## src/rtl/core/imgrot_pkg.sv

```systemverilog
`default_nettype none

package imgrot_pkg;

   // Width of one stored BGR pixel.
   localparam int PIXEL_BITS = 24;

   // Width of the configuration register index and data.
   localparam int CSR_INDEX_BITS = 2;
   localparam int CSR_DATA_BITS  = 9;

   // Configuration register indexes.
   localparam logic [CSR_INDEX_BITS-1:0] CSR_IMAGE_WIDTH  = 2'd0;
   localparam logic [CSR_INDEX_BITS-1:0] CSR_IMAGE_HEIGHT = 2'd1;
   localparam logic [CSR_INDEX_BITS-1:0] CSR_DIRECTION    = 2'd2;

   // Request action codes.
   localparam logic ACTION_WRITE = 1'b0;
   localparam logic ACTION_EMIT  = 1'b1;

   // Commands from the controller to the datapath.
   typedef struct packed {
      logic wr_en;       // store the request pixel and advance the write count
      logic emit_start;  // latch the source position of the next output pixel
      logic addr_en;     // form the linear store address
      logic read_en;     // read the frame store
      logic out_load;    // move the read pixel into the response register
   } imgrot_cmd_type;

   // Status from the datapath to the controller.
   typedef struct packed {
      logic frame_full;  // the whole frame has been written
   } imgrot_status_type;

endpackage

`default_nettype wire

```

## src/rtl/core/imgrot_ctrl.sv

```systemverilog
`default_nettype none

module imgrot_ctrl
   import imgrot_pkg::*;
(
   input  wire logic               clock,
   input  wire logic               reset,
   input  wire logic               req_valid,
   input  wire logic               req_action,
   output logic                    req_stall,
   output logic                    rsp_valid,
   input  wire logic               rsp_stall,
   input  wire logic               csr_write_en,
   input  wire imgrot_status_type  status,
   output imgrot_cmd_type          cmd
);

   localparam logic [1:0] ST_IDLE = 2'd0;
   localparam logic [1:0] ST_CALC = 2'd1;
   localparam logic [1:0] ST_READ = 2'd2;
   localparam logic [1:0] ST_HOLD = 2'd3;

   logic [1:0] state_ff, state_in;
   logic       settle_ff;
   logic       rsp_valid_ff, rsp_valid_in;
   logic       req_accept;
   logic       out_free;

   // Requests stall during reset or a register write and for the cycle after it, so the frame size settles.
   assign req_stall  = reset || csr_write_en || settle_ff || (state_ff != ST_IDLE);
   assign req_accept = req_valid && !req_stall;
   assign out_free   = !rsp_valid_ff || !rsp_stall;

   // Next state and commands.
   always_comb begin
      state_in       = state_ff;
      cmd            = '0;
      case (state_ff)
         ST_IDLE: begin
            if (req_accept) begin
               if (req_action == ACTION_EMIT) begin
                  cmd.emit_start = 1'b1;
                  state_in       = ST_CALC;
               end else begin
                  cmd.wr_en = !status.frame_full;
               end
            end
         end
         ST_CALC: begin
            cmd.addr_en = 1'b1;
            state_in    = ST_READ;
         end
         ST_READ: begin
            cmd.read_en = 1'b1;
            state_in    = ST_HOLD;
         end
         ST_HOLD: begin
            if (out_free) begin
               cmd.out_load = 1'b1;
               state_in     = ST_IDLE;
            end
         end
         default: begin
            state_in = ST_IDLE;
         end
      endcase
   end

   // Response valid holds until the response is taken.
   always_comb begin
      if (cmd.out_load) begin
         rsp_valid_in = 1'b1;
      end else begin
         rsp_valid_in = rsp_valid_ff && rsp_stall;
      end
   end

   assign rsp_valid = rsp_valid_ff;

   always_ff @(posedge clock) begin
      if (reset) begin
         state_ff     <= ST_IDLE;
         settle_ff    <= 1'b1;
         rsp_valid_ff <= 1'b0;
      end else begin
         state_ff     <= state_in;
         settle_ff    <= csr_write_en;
         rsp_valid_ff <= rsp_valid_in;
      end
   end

   // An accepted emit request starts the address stage next cycle.
   a_emit_to_calc: assert property (@(posedge clock) disable iff (reset)
      (req_accept && req_action == ACTION_EMIT) |=> state_ff == ST_CALC)
      else $error("emit request did not start the pipeline");

   // A response is never loaded over one that is still waiting.
   a_no_overwrite: assert property (@(posedge clock) disable iff (reset)
      cmd.out_load |-> (!rsp_valid_ff || !rsp_stall))
      else $error("response register overwritten");

   // Every load shows up as a valid response next cycle.
   a_load_valid: assert property (@(posedge clock) disable iff (reset)
      cmd.out_load |=> rsp_valid_ff)
      else $error("loaded response not presented");

endmodule

`default_nettype wire

```

## config.mk

```make
export PLATFORM = sky130hd
export DESIGN_NAME = imgrot_ctrl
export DESIGN_NICKNAME = d
export VERILOG_FILES = /design/src/rtl/core/imgrot_pkg.sv /design/src/rtl/core/imgrot_ctrl.sv
export SDC_FILE = /design/constraint.sdc
export NUM_CORES = 1
export LEC_CHECK = 0
export BUFFER_PORTS_ARGS = -buffer_cell sky130_fd_sc_hd__buf_2
export CORE_AREA = 2 2 39 41
export CTS_BUF_LIST = sky130_fd_sc_hd__clkbuf_2 sky130_fd_sc_hd__clkbuf_4 sky130_fd_sc_hd__clkbuf_8
export CTS_CLUSTER_SIZE = 14
export DETAILED_ROUTE_END_ITERATION = 8
export DIE_AREA = 0 0 41 43
export GPL_TIMING_DRIVEN = 0
export HOLD_SLACK_MARGIN = 0.06
export PLACE_DENSITY_LB_ADDON = 0.05
export SYNTH_ARGS = -nofsm -noshare
export SYNTH_HDL_FRONTEND = slang
export SYNTH_SLANG_ARGS = --single-unit
```

## constraint.sdc

```tcl
create_clock -name clock -period 3.75 [get_ports clock]
set_input_delay 0.9375 -clock clock [delete_from_list [all_inputs] [get_ports clock]]
set_output_delay 0.9375 -clock clock [all_outputs]
set_load 0.01 [all_outputs]
```

==> out/metrics.csv <==
stage,metric,value,unit
finish,number of antenna cells inserted,0,
clocking,total CTS buffers,3,
placement,number of cells after detailed placement,58,
grt,Tot GR Track Use,10.1,%
finish,Area Growth Syn to Fin,36.9,%
routing,via count,250,
grt,initial antenna violation count,0,
clocking,post-CTS sizing,0,
synthesis,compound-cell area share of the yosys netlist,8.15,%
synthesis,multiplexer fraction of the synthesized cell area,6.87,%
synthesis,Adder-Cell Fraction of Synth Area,21.5,%
setup_path,largest driver fanout on the critical path,7,
clocking,buffer type at the clock tree root,sky130_fd_sc_hd__clkbuf_4,
routing,count of antenna-violating nets left after detailed routing,0,
pwr,Power Density,280,nW/um^2
timing,Sum Neg Setup Slack,0,ns
synthesis,Synth area leaders,"sky130_fd_sc_hd__dfxtp_1, sky130_fd_sc_hd__ha_1, sky130_fd_sc_hd__nor4b_4, sky130_fd_sc_hd__mux2i_1, sky130_fd_sc_hd__nand2b_1",
clocking,Clock transition at path regs,0.04,ns
floorplan,Die Y,43,um
timing,unrepaired setup endpoints after global routing,no,
setup_path,required time at the worst-slack endpoint,2.81,ns
routing,Post-Route WL,691,um
routing,number of detailed-route iterations in the first pass,2,
clocking,worst-case clock buffer depth,2,
synthesis,post-synthesis share of cell area spent on xor and xnor gates,0,%
synthesis,simple-gate area share of the yosys netlist,33.5,%
routing,mean routed wirelength per cell,11.3,um
floorplan,Die ar.,1760,um^2
floorplan,# IOs,14,
finish,share of final-layout standard cells stronger than drive strength 1,42.2,%
synthesis,"flops & latches, synth",4,
setup_path,type of the setup path with the least slack,primary input to output pin,
timing,Final Max Slew Viols,0,
placement,post-detail-place hpwl,568,um
finish,"commonest non-fill, non-tap cells in the layout","sky130_fd_sc_hd__buf_2, sky130_fd_sc_hd__ha_1, sky130_fd_sc_hd__dfxtp_1",
synthesis,mean area per synthesized cell,10.1,um^2
clocking,number of setup buffers added after CTS,0,
synthesis,portion of synthesized cell area occupied by the leading cell type,27.5,%
pwr,power consumption,112,uW
timing,slew at the pin closest to its max-slew limit,0.482,ns
timing,Slew headroom,67.8,%
floorplan,initial cell density of the core,21.1,%
setup_path,FF-to-FF setup slack,2.22,ns
grt,global-route wire length before repair,1120,um
synthesis,count of unique library cells instantiated by Yosys,16,
routing,starting DRC count in detailed routing,1,
clocking,TritonCTS Sinks,4,
routing,via density per instance,4.10,
finish,final cell count without fillers,61,
synthesis,Post-Synthesis Cells,29,
grt,pin count of the biggest net entering global routing,8,
pwr,cell leakage power,0.000186,uW
finish,NumNets Final,59,
clocking,deepest level of the CTS H-tree,1,
pwr,worst voltage drop across the vdd grid,0.105,mV
flow_run,max-capacitance violation count,0,
clocking,number of hold buffers added after CTS,0,
clocking,clock tree from TritonCTS,done,
routing,Remaining DRCs,0,
synthesis,sequential-to-total area share from yosys stat,27.5,%
floorplan,# rows,14,
timing,post-route minimum period,3.05,ns
timing,clock skew after layout,0.00193,ns
synthesis,count of synthesis-stage warnings from yosys,0,
setup_path,launching element of the worst setup path,reset,
floorplan,width of the die,41,um
grt,remaining global-route overflow,0,
finish,"most common cell after layout, fill and taps aside",sky130_fd_sc_hd__buf_2,
setup_path,arrival time at the worst endpoint,2.12,ns
min_path,HP Start,state_ff[0]$_SDFFE_PP0P_,
grt,number of global-route vias before repair,254,
timing,endpoints failing hold,0,
placement,GPL Wtd Cong,0.580,
timing,period utilisation layout,81.4,%
setup_path,RR Startpoint,state_ff[0]$_SDFFE_PP0P_,
min_path,class of the most critical hold timing path,register to register,
setup_path,kind of launch point of the worst setup path,primary input,
placement,count of buffers inserted at the top-level ports,13,
synthesis,summed instance area of the synthesized netlist,292,um^2
status,run status,completed,
timing,upper clock frequency limit,0.328,GHz
setup_path,category of the worst setup path capture point,output pin,
synthesis,dominant combinational cell family by area after synthesis,simple AND/OR/NAND/NOR gates,
floorplan,core box area,1380,um^2
clocking,insertion delay to the later sink of the worst-skew pair,0.24,ns
synthesis,top cell type by total area after synthesis,sky130_fd_sc_hd__dfxtp_1,
synthesis,nets in the synthesized netlist,41,
timing,Setup Viol. Count Final,0,
==> logic make-up (layout without fill, tap and decap cells) <==
kind of cell    Yosys count  count (layout)
fa+ha+maj                 5               5
flops                     4               4
compound gates            3               3
mux                       2               2
simple gates             13              13
buf+inv                   2              18
==> final timing paths <==
| path | end | cells after the start |
|---|---|---|
| worst max-delay path | cmd[4] | 5 |
| worst min-delay path | state_ff[0]$_SDFFE_PP0P_ | 2 |
| worst max register to register | state_ff[1]$_SDFFE_PP0P_ | 5 |
| worst min register to register | state_ff[0]$_SDFFE_PP0P_ | 2 |
==> area by class of cell <==
cell class	instances	area (um^2)
multi-input combinational	23	204
inverter	2	7.51
clock buffer	3	22.5
fill	156	985
timing repair buffer	13	65.1
tap	16	20.0
sequential	4	80.1
==> sequential cells by signal (all words and copies together) (netlist names) <==
signal,count
settle_ff,1
rsp_valid,1
state_ff,2
==> cells in the mapped netlist <==
master / number
sky130_fd_sc_hd__ha_1: 5
sky130_fd_sc_hd__dfxtp_1: 4
sky130_fd_sc_hd__nand2b_1: 3
sky130_fd_sc_hd__nor2_1: 3
sky130_fd_sc_hd__inv_1: 2
sky130_fd_sc_hd__mux2i_1: 2
sky130_fd_sc_hd__a221oi_1: 1
sky130_fd_sc_hd__and2_1: 1
sky130_fd_sc_hd__nand2_1: 1
sky130_fd_sc_hd__nand3b_1: 1
sky130_fd_sc_hd__nor2b_1: 1
sky130_fd_sc_hd__nor4b_4: 1
sky130_fd_sc_hd__o21a_1: 1
sky130_fd_sc_hd__o21bai_1: 1
sky130_fd_sc_hd__or2_4: 1
sky130_fd_sc_hd__or3b_4: 1
==> critical path, cell delays in order <==
cell and delay [ns]:
sky130_fd_sc_hd__buf_2 0.13, sky130_fd_sc_hd__or2_4 0.23, sky130_fd_sc_hd__or3b_4 0.42, sky130_fd_sc_hd__nor4b_4 0.22
sky130_fd_sc_hd__buf_2 0.17
==> routing by layer <==
| layer | global-route usage, % | up-vias | wire [um] |
|---|---|---|---|
| met5 | 0 | - | 0 |
| met4 | 8.00 | 0 | 4 |
| met3 | 4.71 | 2 | 61 |
| met2 | 15.3 | 8 | 375 |
| met1 | 9.94 | 109 | 250 |
| li1 | - | 131 | - |
==> power breakdown <==
group	leakage (uW)	internal, uW	total [uW]	switching [uW]
Sequential	0.0000325	43.6	44.1	0.496
Clock	0.0000138	35.9	55.3	19.4
Combinational	0.000140	6.74	12.5	5.78
Total	0.000186	86.2	112	25.7
==> metrics by stage <==
| step | area [um^2] | hold WS, ns | util [%] | worst slack (ns) |
|---|---|---|---|---|
| after global placement | 377 | 0.508 | 27.2 | 0.736 |
| after detailed placement | 377 | 0.519 | 27.2 | 0.688 |
| after CTS | 399 | 0.526 | 28.8 | 0.688 |
| after global routing | 399 | 0.545 | 28.8 | 0.641 |
| after floorplan | 292 | 0.481 | - | 0.948 |
| final | 399 | 0.527 | 28.8 | 0.697 |
(Power assumes the default switching activity.)
